**config.mk**
```make
export PLATFORM = sky130hd
export DESIGN_NAME = soft_end_stop_force
export DESIGN_NICKNAME = d
export VERILOG_FILES = /design/src/sesf_pkg.sv /design/src/soft_end_stop_force.sv /design/src/sesf_div.sv /design/src/sesf_mul.sv
export SDC_FILE = /design/constraint.sdc
export NUM_CORES = 1
export LEC_CHECK = 0
export BUFFER_PORTS_ARGS = -buffer_cell sky130_fd_sc_hd__buf_4
export CAP_MARGIN = 20
export CORE_ASPECT_RATIO = 1.5
export CORE_MARGIN = 3
export CORE_UTILIZATION = 26
export DETAILED_ROUTE_END_ITERATION = 10
export SYNTH_ARGS = -nofsm -noshare
export SYNTH_HDL_FRONTEND = slang
export SYNTH_SLANG_ARGS = --single-unit
```
**constraint.sdc**
```tcl
create_clock -name aclk -period 21.3 [get_ports aclk]
set_clock_uncertainty 0.05 [all_clocks]
set_input_delay 2.13 -clock aclk [delete_from_list [all_inputs] [get_ports aclk]]
set_output_delay 2.13 -clock aclk [all_outputs]
set_load 0.02 [all_outputs]
```
**src/sesf_pkg.sv**
```systemverilog
// shared constants and types for the soft end stop force block
package sesf_pkg;

    localparam int DIV_W      = 38;
    localparam int DVSR_W     = 13;
    localparam int DIV_CNT_W  = $clog2(DIV_W);
    localparam int MUL_A_W    = 38;
    localparam int MUL_B_W    = 13;
    localparam int MUL_CNT_W  = $clog2(MUL_B_W);
    localparam int PEN_W      = 13;
    localparam int RAMP_W     = 7;
    localparam int LIMIT_W    = 30;
    localparam int BND_W      = 31;
    localparam int ADDR_W     = 3;

    localparam logic [BND_W-1:0]  ONSET_MARGIN        = 31'd1000;
    localparam logic [DVSR_W-1:0] FULL_FORCE_SPAN     = 13'd6577;
    localparam logic [DVSR_W-1:0] PERCENT_DIVISOR     = 13'd100;
    localparam logic [31:0]       RAMP_INTERVAL_MS    = 32'd50;
    localparam logic signed [31:0] RAMP_RESET_DISTANCE = 32'sd494;
    localparam logic [RAMP_W-1:0] RAMP_MAXIMUM        = 7'd100;
    localparam logic signed [33:0] FORCE_TARGET       = 34'sd65535;

    localparam logic [ADDR_W-1:0] ADDR_STOP_LIMIT     = 3'd0;

    typedef enum logic [2:0] {
        ST_IDLE,
        ST_LOAD,
        ST_MAG,
        ST_DIV_GRAD,
        ST_MUL_PEN,
        ST_MUL_RAMP,
        ST_DIV_PCT,
        ST_DONE
    } sesf_state_t;

endpackage

```
**src/soft_end_stop_force.sv**
```systemverilog
// soft end stop force stage: adds a ramped spring force past the travel boundary
// past the boundary a sample goes LOAD, MAG, DIV_GRAD, MUL_PEN, MUL_RAMP, DIV_PCT, DONE; otherwise
// LOAD goes straight to DONE; only one sample is in flight, a new one is taken back in IDLE
// the serial path is two 38-step divides and two 13-step multiplies
// next sample is taken while a finished result waits in the output register
// reset (aresetn low, synchronous) clears the stop limit, ramp state and both channels
module soft_end_stop_force import sesf_pkg::*; (
    input  logic               aclk,
    input  logic               aresetn,
    input  logic               psel,
    input  logic               penable,
    input  logic               pwrite,
    input  logic [ADDR_W-1:0]  paddr,
    input  logic [31:0]        pwdata,
    output logic [31:0]        prdata,
    output logic               pready,
    input  logic               s_valid,
    output logic               s_ready,
    input  logic signed [31:0] s_position,
    input  logic signed [31:0] s_force_in,
    input  logic               s_disabled,
    input  logic [31:0]        s_time_ms,
    output logic               m_valid,
    input  logic               m_ready,
    output logic signed [31:0] m_force_out,
    output logic               m_outside
);

    sesf_state_t state_reg, state_next;

    logic [LIMIT_W-1:0] tl_reg;
    logic [RAMP_W-1:0]  ramp_reg;
    logic [31:0]        next_time_reg;
    logic [BND_W-1:0]   last_bnd_reg;

    logic [31:0]        pos_reg;
    logic [31:0]        force_reg;
    logic               dis_reg;
    logic [31:0]        time_reg;
    logic [PEN_W-1:0]   pen_reg;
    logic               below_reg;
    logic               outside_reg;
    logic               term_neg_reg;
    logic [31:0]        term_reg;

    logic               m_valid_reg;
    logic [31:0]        force_out_reg;
    logic               outside_out_reg;

    logic               s_beat;
    logic               cfg_wr;

    // boundary and ramp
    logic [BND_W-1:0]   boundary;
    logic signed [31:0] bnd_diff;
    logic               bnd_drop;
    logic [RAMP_W-1:0]  ramp_base;
    logic               ramp_bump;

    // penetration
    logic signed [32:0] pos33;
    logic signed [32:0] bnd33;
    logic signed [32:0] lim33;
    logic               above;
    logic               below;
    logic               active;
    logic signed [32:0] pen_raw;
    logic [PEN_W-1:0]   pen_sel;
    logic               outside;

    // gradient magnitude
    logic signed [33:0] sum34;
    logic [33:0]        mag34;

    // serial units
    logic               div_start;
    logic [DIV_W-1:0]   div_dividend;
    logic [DVSR_W-1:0]  div_divisor;
    logic               div_done;
    logic [DIV_W-1:0]   div_q;
    logic               mul_start;
    logic [MUL_A_W-1:0] mul_a;
    logic [MUL_B_W-1:0] mul_b;
    logic               mul_done;
    logic [MUL_A_W-1:0] mul_p;
    logic               out_load;

    assign s_beat = s_valid && s_ready;
    assign cfg_wr = psel && penable && pwrite && pready;

    assign pready = 1'b1;
    assign prdata = (paddr == ADDR_STOP_LIMIT) ? {{(32-LIMIT_W){1'b0}}, tl_reg} : '0;

    assign boundary  = {1'b0, tl_reg} + ONSET_MARGIN;
    assign bnd_diff  = $signed({1'b0, last_bnd_reg}) - $signed({1'b0, boundary});
    assign bnd_drop  = bnd_diff >= RAMP_RESET_DISTANCE;
    assign ramp_base = bnd_drop ? '0 : ramp_reg;
    assign ramp_bump = (ramp_base < RAMP_MAXIMUM) && (time_reg > next_time_reg);

    assign pos33   = $signed({pos_reg[31], pos_reg});
    assign bnd33   = $signed({2'b00, boundary});
    assign lim33   = $signed({3'b000, tl_reg});
    assign above   = pos33 > bnd33;
    assign below   = pos33 < -bnd33;
    assign active  = !dis_reg && (above || below);
    assign pen_raw = above ? (pos33 - bnd33) : (-bnd33 - pos33);
    assign pen_sel = (pen_raw > $signed({20'd0, FULL_FORCE_SPAN})) ? FULL_FORCE_SPAN
                                                                    : pen_raw[PEN_W-1:0];
    assign outside = !dis_reg && ((pos33 > lim33) || (pos33 < -lim33));

    assign sum34 = $signed({{2{force_reg[31]}}, force_reg})
                 + (below_reg ? -FORCE_TARGET : FORCE_TARGET);
    assign mag34 = sum34[33] ? 34'(-sum34) : 34'(sum34);

    // next state
    always_comb begin
        state_next = state_reg;
        unique case (state_reg)
            ST_IDLE:     if (s_beat) state_next = ST_LOAD;
            ST_LOAD:     state_next = active ? ST_MAG : ST_DONE;
            ST_MAG:      state_next = ST_DIV_GRAD;
            ST_DIV_GRAD: if (div_done) state_next = ST_MUL_PEN;
            ST_MUL_PEN:  if (mul_done) state_next = ST_MUL_RAMP;
            ST_MUL_RAMP: if (mul_done) state_next = ST_DIV_PCT;
            ST_DIV_PCT:  if (div_done) state_next = ST_DONE;
            ST_DONE:     if (!m_valid_reg || m_ready) state_next = ST_IDLE;
            default:     state_next = ST_IDLE;
        endcase
    end

    // control outputs
    always_comb begin
        s_ready      = 1'b0;
        div_start    = 1'b0;
        mul_start    = 1'b0;
        out_load     = 1'b0;
        div_dividend = mul_p;
        div_divisor  = PERCENT_DIVISOR;
        mul_a        = mul_p;
        mul_b        = {{(MUL_B_W-RAMP_W){1'b0}}, ramp_reg};
        unique case (state_reg)
            ST_IDLE: begin
                s_ready = 1'b1;
            end
            ST_MAG: begin
                div_start    = 1'b1;
                div_dividend = {{(DIV_W-32){1'b0}}, mag34[31:0]};
                div_divisor  = FULL_FORCE_SPAN;
            end
            ST_DIV_GRAD: begin
                mul_start = div_done;
                mul_a     = div_q;
                mul_b     = pen_reg;
            end
            ST_MUL_PEN: begin
                mul_start = mul_done;
            end
            ST_MUL_RAMP: begin
                div_start = mul_done;
            end
            ST_DONE: begin
                out_load = !m_valid_reg || m_ready;
            end
            default: begin
            end
        endcase
    end

    sesf_div u_div (
        .aclk     (aclk),
        .aresetn  (aresetn),
        .start    (div_start),
        .dividend (div_dividend),
        .divisor  (div_divisor),
        .done     (div_done),
        .quotient (div_q)
    );

    sesf_mul u_mul (
        .aclk    (aclk),
        .aresetn (aresetn),
        .start   (mul_start),
        .a       (mul_a),
        .b       (mul_b),
        .done    (mul_done),
        .product (mul_p)
    );

    always_ff @(posedge aclk) begin
        if (!aresetn) begin
            state_reg     <= ST_IDLE;
            tl_reg        <= '0;
            ramp_reg      <= '0;
            next_time_reg <= '0;
            last_bnd_reg  <= '0;
            m_valid_reg   <= 1'b0;
        end else begin
            state_reg <= state_next;
            if (cfg_wr && (paddr == ADDR_STOP_LIMIT)) begin
                tl_reg <= pwdata[LIMIT_W-1:0];
            end
            if (state_reg == ST_LOAD) begin
                last_bnd_reg <= boundary;
                if (ramp_bump) begin
                    ramp_reg      <= ramp_base + 1'b1;
                    next_time_reg <= time_reg + RAMP_INTERVAL_MS;
                end else begin
                    ramp_reg <= ramp_base;
                end
            end
            if (out_load) begin
                m_valid_reg <= 1'b1;
            end else if (m_ready) begin
                m_valid_reg <= 1'b0;
            end
        end
    end

    always_ff @(posedge aclk) begin
        if (s_beat) begin
            pos_reg   <= s_position;
            force_reg <= s_force_in;
            dis_reg   <= s_disabled;
            time_reg  <= s_time_ms;
        end
        if (state_reg == ST_LOAD) begin
            pen_reg     <= pen_sel;
            below_reg   <= below;
            outside_reg <= outside;
            if (!active) begin
                term_reg <= '0;
            end
        end
        if (state_reg == ST_MAG) begin
            term_neg_reg <= sum34[33];
        end
        if ((state_reg == ST_DIV_PCT) && div_done) begin
            term_reg <= term_neg_reg ? 32'(-div_q[31:0]) : div_q[31:0];
        end
        if (out_load) begin
            force_out_reg   <= force_reg + term_reg;
            outside_out_reg <= outside_reg;
        end
    end

    assign m_valid     = m_valid_reg;
    assign m_force_out = force_out_reg;
    assign m_outside   = outside_out_reg;

endmodule

```
**src/sesf_div.sv**
```systemverilog
// bit-serial restoring divider, one quotient bit per cycle while busy
module sesf_div import sesf_pkg::*; (
    input  logic              aclk,
    input  logic              aresetn,
    input  logic              start,
    input  logic [DIV_W-1:0]  dividend,
    input  logic [DVSR_W-1:0] divisor,
    output logic              done,
    output logic [DIV_W-1:0]  quotient
);

    logic                 busy_reg;
    logic                 done_reg;
    logic [DIV_CNT_W-1:0] cnt_reg;
    logic [DIV_W-1:0]     rq_reg;
    logic [DVSR_W-1:0]    rem_reg;
    logic [DVSR_W-1:0]    dvsr_reg;

    logic [DVSR_W:0]      trial;
    logic [DVSR_W:0]      diff;
    logic                 ge;
    logic [DVSR_W-1:0]    rem_next;
    logic                 last_step;

    assign trial     = {rem_reg, rq_reg[DIV_W-1]};
    assign diff      = trial - {1'b0, dvsr_reg};
    assign ge        = trial >= {1'b0, dvsr_reg};
    assign rem_next  = ge ? diff[DVSR_W-1:0] : trial[DVSR_W-1:0];
    assign last_step = busy_reg && (cnt_reg == DIV_CNT_W'(DIV_W - 1));

    always_ff @(posedge aclk) begin
        if (!aresetn) begin
            busy_reg <= 1'b0;
            done_reg <= 1'b0;
            cnt_reg  <= '0;
        end else begin
            done_reg <= last_step;
            if (start) begin
                busy_reg <= 1'b1;
                cnt_reg  <= '0;
            end else if (busy_reg) begin
                cnt_reg <= cnt_reg + 1'b1;
                if (last_step) begin
                    busy_reg <= 1'b0;
                end
            end
        end
    end

    always_ff @(posedge aclk) begin
        if (start) begin
            rq_reg   <= dividend;
            rem_reg  <= '0;
            dvsr_reg <= divisor;
        end else if (busy_reg) begin
            rq_reg  <= {rq_reg[DIV_W-2:0], ge};
            rem_reg <= rem_next;
        end
    end

    assign done     = done_reg;
    assign quotient = rq_reg;

endmodule

```
**src/sesf_mul.sv**
```systemverilog
// shift-add multiplier, one multiplier bit per cycle while busy
module sesf_mul import sesf_pkg::*; (
    input  logic               aclk,
    input  logic               aresetn,
    input  logic               start,
    input  logic [MUL_A_W-1:0] a,
    input  logic [MUL_B_W-1:0] b,
    output logic               done,
    output logic [MUL_A_W-1:0] product
);

    logic                 busy_reg;
    logic                 done_reg;
    logic [MUL_CNT_W-1:0] cnt_reg;
    logic [MUL_A_W-1:0]   acc_reg;
    logic [MUL_A_W-1:0]   a_reg;
    logic [MUL_B_W-1:0]   b_reg;
    logic                 last_step;

    assign last_step = busy_reg && (cnt_reg == MUL_CNT_W'(MUL_B_W - 1));

    always_ff @(posedge aclk) begin
        if (!aresetn) begin
            busy_reg <= 1'b0;
            done_reg <= 1'b0;
            cnt_reg  <= '0;
        end else begin
            done_reg <= last_step;
            if (start) begin
                busy_reg <= 1'b1;
                cnt_reg  <= '0;
            end else if (busy_reg) begin
                cnt_reg <= cnt_reg + 1'b1;
                if (last_step) begin
                    busy_reg <= 1'b0;
                end
            end
        end
    end

    always_ff @(posedge aclk) begin
        if (start) begin
            acc_reg <= '0;
            a_reg   <= a;
            b_reg   <= b;
        end else if (busy_reg) begin
            acc_reg <= acc_reg + (b_reg[0] ? a_reg : '0);
            a_reg   <= {a_reg[MUL_A_W-2:0], 1'b0};
            b_reg   <= {1'b0, b_reg[MUL_B_W-1:1]};
        end
    end

    assign done    = done_reg;
    assign product = acc_reg;

endmodule

```
==> results of run 1 <==
-- cell type report --
type	count	area (µm²)	area share, %
well taps	1701	2130	5.50
clock inverters	32	334	0.864
flip-flops and latches	438	11500	29.6
repair buffers	225	1700	4.39
inverters	192	722	1.87
multi-input cells	3040	20800	53.8
clock buffers	74	1530	3.95
diodes	1	2.50	0.00647
-- power groups by stage --
stage	Clock (W)	Sequential [W]	Combinational (W)
after floorplan	0	0.00130	0.00190
after global placement	0	0.00137	0.00238
after detailed placement	0	0.00137	0.00241
after CTS	0.000994	0.00136	0.00243
after global routing	0.00102	0.00138	0.00273
final	0.000956	0.00136	0.00244
-- worst max path at each step --
| stage | cells after the start | slack, ns | start | endpoint |
|---|---|---|---|---|
| floorplan | 23 | 13.81 | tl_reg[5]$_SDFFE_PN0P_ | term_reg[0]$_SDFFCE_PN0P_ |
| global placement | 20 | 13.43 | tl_reg[3]$_SDFFE_PN0P_ | pen_reg[7]$_SDFFCE_PN1P_ |
| detailed placement | 20 | 13.39 | tl_reg[3]$_SDFFE_PN0P_ | pen_reg[7]$_SDFFCE_PN1P_ |
| CTS | 20 | 13.39 | tl_reg[3]$_SDFFE_PN0P_ | pen_reg[7]$_SDFFCE_PN1P_ |
| global route | 20 | 12.99 | tl_reg[3]$_SDFFE_PN0P_ | pen_reg[8]$_SDFFCE_PN1P_ |
| finish | 20 | 13.43 | tl_reg[3]$_SDFFE_PN0P_ | pen_reg[5]$_SDFFCE_PN1P_ |
-- layout by cell type (no fill, tap or decap), types with 14 or more instances in the layout --
master	n
nand2_1	370
nor2_1	368
ha_1	301
edfxtp_1	269
a21oi_1	243
buf_4	224
xnor2_1	202
inv_1	188
o21ai_0	188
dfxtp_1	168
xor2_1	114
a21o_1	99
mux2i_1	96
and2_1	95
nand3_1	90
a211oi_1	84
nor3_1	71
nand4_1	61
clkbuf_16	56
a31oi_1	51
o21a_1	45
and3_1	44
nand2b_1	44
nor2b_1	39
or3_1	30
o211ai_1	27
nor4_1	27
o31ai_1	26
o21bai_1	22
and4_1	17
nor3b_1	14
nand3b_1	14
-- metrics by stage --
step	hold slack (ns)	cell area, µm²
after floorplan	0.350	33600
after detailed placement	0.379	36800
final	0.374	38700
after global placement	0.351	36800
after CTS	0.382	38700
after global routing	0.388	38700
-- logic make-up after synthesis --
logic type,synth area share (%)
multiplexers,3.07
other,0.0224
AO/OA/AOI/OAI,19.2
buffers and inverters,4.08
AND/OR/NAND/NOR,19.4
flip-flops,34.2
adder cells (fa/ha/maj),11.6
XOR/XNOR,8.38
-- layer usage --
metal	vias to the layer above	wire length [µm]	GRT usage, %
met5	-	6	0
met4	2	3750	5.51
met3	180	3660	1.93
met2	593	46700	25.1
met1	13200	36900	14.8
li1	14200	-	-
-- critical path, delay by kind of cell, from the launching register on --
kind / cells / cell delay [ns]
simple gates: 10 / 2.60
flops: 1 / 0.59
xor+xnor: 1 / 0.55
fa+ha+maj: 2 / 0.65
compound gates: 6 / 2.68
mux: 1 / 0.41
==> results by group, run 1 <==
Power and ir drop
  • Pwr Density: 123 mW/mm²
  • Switching Share: between 40% and 50%
  • Peak supply drop: 86.4 µV
  • Tot Pwr: approximately 0.0047 W
  • Logic pwr share: 51.3%
  • Switching power: 0.00203 W
  • Leakage: between 15 and 20 nW
  • Register share of total power: 28.5%
  • Clock share of power: 20.1%
  • Internal power: roughly 0.0027 W

GRT
  • First-pass GRT wire length: 146000 µm
  • Global Route Usage Sum: 13.3%
  • Gr ovfl total: 0
  • Pin count of the biggest net entering global routing: 91
  • Antenna violations before repair: 2
  • Number of global-route vias before repair: around 28000

STA
  • Slew Limit Fails: 0
  • Setup_tns: 0 ns
  • Tmin final: just under 8 ns
  • Setup WS post-layout: 13.43 ns
  • Slew HR: 28.6%
  • Period utilization: 36.9%
  • RSZ-0062 raised after global routing: no
  • Achievable frequency: 127 MHz
  • Setup violators final: 0
  • Slew of the pin with the lowest slew margin: around 1.1 ns
  • Hold Fails Final Rpt: 0

Job
  • Maximum Capacitance Violations: 0

Die
  • Die Width: 299 µm
  • Core area: 0.128 mm²
  • Initial Utilization: 26.3%
  • Full die area: between 0.1 and 0.15 mm²
  • Row count: 160
  • Vertical die dimension: 446 µm
  • Top-Level Pins: 207

Min path
  • HP Class: reg -> reg
  • Worst Min Path Start: outside_reg$_DFFE_PP_
  • Hold depth: 0
  • WHS Endpoint: m_outside$_DFFE_PP_

Critical path
  • Crit Path Category: reg -> reg
  • Launching point of the worst reg2reg path: tl_reg[3]$_SDFFE_PN0P_
  • Critical path startpoint category: register
  • Crit-path most repeated cell: nor2_1
  • WP data arrival: 8.18 ns
  • Worst EP required: between 20 and 25 ns
  • Worst Path Max Fanout: 13
  • CP endpoint kind: register
  • Slowest CP cell: o221ai_2
  • Worst R2R End: pen_reg[5]$_SDFFCE_PN1P_
  • R2R Setup Slk: 13.43 ns
  • Worst path max stage delay: 0.70 ns
  • Worst reg2reg path depth: 20
  • CP Cell Sequence: ha_1, nor2_1, a21oi_1, nand3_1, nor4_1, nand2_1, xnor2_1, ha_1, nand4_1, nor2_1, nand4_1, nor2_1, a31oi_1, and2_1, a21oi_2, mux2_2, o32ai_1, nand2_1, o221ai_2, o211ai_1

Placed design
  • Placed insts: ~5600
  • Routability cong.: roughly 0.91
  • Dpl hpwl: roughly 69000 µm
  • Port Buf Inserts: 201
  • Place WS: between 10 and 15 ns

Synth
  • Post-synthesis async set-or-reset flop share: 0%
  • Avg Cell Area, Syn: about 8.8 µm²
  • Dominant synthesized flop cell: edfxtp_1
  • Most common cell in the netlist: nand2_1
  • Synth Warn #: 0
  • Synth top area share: 24.1%
  • Synth top cells by count: nand2_1 (371), nor2_1 (370), ha_1 (301)
  • Post-synth top area cell: edfxtp_1
  • Yosys cell types: 104
  • Post-synth EDFFs: 269
  • Register area share after synthesis: between 30 and 40%
  • Post-synthesis register bit count: about 440
  • Synth area leaders: edfxtp_1 (24%), ha_1 (11%), dfxtp_1 (10%), xnor2_1 (5.3%), nand2_1 (4.2%)
  • Gate count after technology mapping: 3821
  • Netlist Area Pre-Place: 0.0335 mm²

Route
  • First-pass DRT Iterations: 6
  • Drc violations: 0
  • ANT nets after route: 0
  • WL final: 91100 µm
  • DR vias/cell: 4.94
  • Post-DR wirelength/cell: between 15 and 20 µm
  • Vias: 28200
  • DR iter-0 viols: 1496

Clock tree
  • Worst-path clk slew: 0.06 ns
  • Max clock buf depth: 3
  • Clock tree from TritonCTS: yes
  • Post-cts resize count: 0
  • Clock latency on the worst-skew pair: 0.68 ns
  • Number of post-CTS setup repair buffers: 0
  • H-tree depth: 2
  • Clock tree sinks: 438
  • CTS Root Cell: clkbuf_16
  • Clock buffer count from CTS: 56
  • CTS Hold Bufs: 0

Status
  • Status: complete, no violations

Layout
  • Layout cells sized above 1: a little under a tenth
  • # fillers: roughly 13000
  • Final net count: 4399
  • Final design utilization: 30.3%
  • Layout area overhead: 15.3%
  • Non-Filler Instances: 5703
(Power assumes the default switching activity.)
==> inputs of run 2 (changes only) <==
==> constraint.sdc (replaced) <==
create_clock -name aclk -period 6.32 [get_ports aclk]
set_clock_uncertainty 0.05 [all_clocks]
set_input_delay 0.632 -clock aclk [delete_from_list [all_inputs] [get_ports aclk]]
set_output_delay 0.632 -clock aclk [all_outputs]
set_load 0.02 [all_outputs]
==> run 2 against run 1 <==
  * First-iteration DRC count rose by 9.4%
  * Utilization rose by 0.97 points
  * Design area rose by 3.2%
  * Critical endpoint unchanged
==> results by group, run 2 (synthesis gave the netlist of run 1 again) <==
Clock tree
  • Max clock buf depth: 3 (unchanged)
  • CTS Root Cell: clkbuf_16
  • Clock buffer count from CTS: 53 (-5.4%)
  • Clock tree sinks: 438 (unchanged)
  • Clock tree from TritonCTS: yes
  • Worst-path clk slew: 0.06 ns (about the same)
  • Number of post-CTS setup repair buffers: 0 (unchanged)
  • H-tree depth: 2 (unchanged)
  • Clock latency on the worst-skew pair: 0.66 ns (-0.02 ns)

Min path
  • HP Class: in -> reg

GRT
  • First-pass GRT wire length: 151000 µm (+3.7%)
  • Pin count of the biggest net entering global routing: 91 (unchanged)
  • Global Route Usage Sum: 13.9% (+0.61 points)
  • Number of global-route vias before repair: 29100 (+3.2%)
  • Antenna violations before repair: 2 (unchanged)
  • Gr ovfl total: 0 (unchanged)

Critical path
  • Stages on worst setup path: 28 (+40%)
  • Crit-path most repeated cell: buf_4
  • Launching point of the worst reg2reg path: tl_reg[4]$_SDFFE_PN0P_
  • Slowest CP cell: nor4_1
  • Critical path startpoint category: register
  • Setup crit start: tl_reg[4]$_SDFFE_PN0P_
  • CP top delay family: simple AND/OR/NAND/NOR gates
  • R2R Setup Slk: 0.34 ns (-13.09 ns)
  • Worst R2R End: pen_reg[5]$_SDFFCE_PN1P_
  • Worst EP required: 6.66 ns (-14.95 ns)
  • WP data arrival: 6.32 ns (-1.86 ns)
  • Crit Path Category: reg -> reg
  • Worst path bufs/invs: 8 (+8)
  • Worst path max stage delay: 0.53 ns (-0.17 ns)
  • Worst reg2reg path depth: 28 (+40%)
  • Worst setup endpoint: pen_reg[5]$_SDFFCE_PN1P_
  • CP endpoint kind: register
  • Worst Path Max Fanout: 13 (unchanged)

Layout
  • Layout area overhead: 19.0%
  • Most frequent cells in the layout: buf_4 (375), nand2_1 (370), nor2_1 (367)
  • Final instance area: 0.0399 mm² (+3.2%)
  • Layout cells sized above 1: 13.0% (+3.4 points)
  • Most common cell after layout, fill and taps aside: buf_4
  • # fillers: 13400 (-0.72%)
  • Final design utilization: 31.3% (+0.97 points)
  • Final net count: 4552 (+3.5%)

STA
  • Achievable frequency: 167 MHz (+32%)
  • Tmin final: 5.98 ns (-1.89 ns)
  • Setup_tns: 0 ns (unchanged)
  • Hold Fails Final Rpt: 0 (unchanged)
  • Hold WS: 0.0989 ns (-0.275 ns)
  • Slew of the pin with the lowest slew margin: 1.06 ns (+0.00599 ns)
  • Slew HR: 28.2% (-0.40 points)
  • Slew Limit Fails: 0 (unchanged)
  • Period utilization: 94.7% (+58 points)
  • Setup violators final: 0 (unchanged)

Status
  • Status: complete, no violations

Die
  • Row count: 160 (unchanged)
  • Vertical die dimension: 446 µm (unchanged)
  • Top-Level Pins: 207 (unchanged)
  • Initial Utilization: 26.3% (unchanged)
  • Full die area: 0.133 mm² (unchanged)
  • Core area: 0.128 mm² (unchanged)
  • Die Width: 299 µm (unchanged)

Route
  • Post-DR wirelength/cell: 16.3 µm (+2.3%)
  • First-pass DRT Iterations: 6 (unchanged)
  • Drc violations: 0 (unchanged)
  • DR vias/cell: 4.91 (-0.62%)
  • ANT nets after route: 0 (unchanged)
  • Vias: 28700 (+2.0%)
  • DR iter-0 viols: 1637 (+9.4%)
  • WL final: 95600 µm (+4.9%)

Power and ir drop
  • Pwr Density: 412 mW/mm² (+240%)
  • Leakage: 16.2 nW (+5.0%)
  • Peak supply drop: 240 µV (+180%)

Placed design
  • Routability cong.: 0.881 (-3.0%)
  • Dpl hpwl: 74000 µm (+6.7%)
  • Port Buf Inserts: 201 (unchanged)
  • Dpl cell area: 0.0380 mm² (+3.3%)

Job
  • Maximum Capacitance Violations: 0 (unchanged)
[run 2: cell count changes in the layout (fill, tap and decap cells not counted), sizes merged]
cell,before,now
buf,225,381
bufinv,3,6
clkbuf,74,69
clkinv,25,19
clkinvlp,2,3
[run 2: metal layers]
layer / up-vias / wire [µm] / part of all wire [%] / global-route usage, %
li1: 14500 / - / - / -
met1: 13500 / 38200 / 40 / 15.1
met2: 547 / 50100 / 52 / 26.8
met3: 190 / 3280 / 3.4 / 1.90
met4: 2 / 4040 / 4.2 / 5.91
met5: - / 15 / 0.016 / 0
[run 2: report_power, final]
part	switching (W)	internal [W]	leakage, nW
combinational	0.00499	0.00367	11.4
sequential	0.000605	0.00396	3.87
clock	0.00133	0.00191	0.894
total	0.00693	0.00953	16.2
[run 2: metrics by stage]
| stage | total power (W) | worst slack [ns] | std cells |
|---|---|---|---|
| 6_report | 0.0165 | 0.337 | 5852 |
| 5_1_grt | 0.0178 | -0.0150 | 5851 |
| 4_1_cts | 0.0166 | 0.276 | 5850 |
| 3_5_place_dp | 0.0132 | 0.290 | 5751 |
| 3_3_place_gp | 0.0131 | 0.360 | 5751 |
| 2_1_floorplan | 0.0108 | 0.305 | 3824 |
[run 2: layout make-up]
cell class / instances / area, µm² / share of cell area (%)
multi-input combinational: 3040 / 20800 / 52.2
clock inverter: 30 / 380 / 0.953
inverter: 192 / 722 / 1.81
timing repair buffer: 381 / 2930 / 7.34
sequential: 438 / 11500 / 28.7
antenna: 1 / 2.50 / 0.00627
tap: 1701 / 2130 / 5.33
clock buffer: 69 / 1470 / 3.68
[run 2: what timing repair did]
item / CTS / global route
endpoints found under the setup margin: 0 / 13
gates resized for setup: 0 / 4
hold buffers: 0 / 0
[run 2: worst min path at each step]
stage                     cells past startpoint             startpoint                 endpoint
after floorplan                               0  outside_reg$_DFFE_PP_      m_outside$_DFFE_PP_
after global placement                        0  outside_reg$_DFFE_PP_      m_outside$_DFFE_PP_
after detailed placement                      0  outside_reg$_DFFE_PP_      m_outside$_DFFE_PP_
after CTS                                     1         s_force_in[23]  force_reg[23]$_DFFE_PP_
after global routing                          1         s_force_in[17]  force_reg[17]$_DFFE_PP_
final                                         1         s_force_in[23]  force_reg[23]$_DFFE_PP_
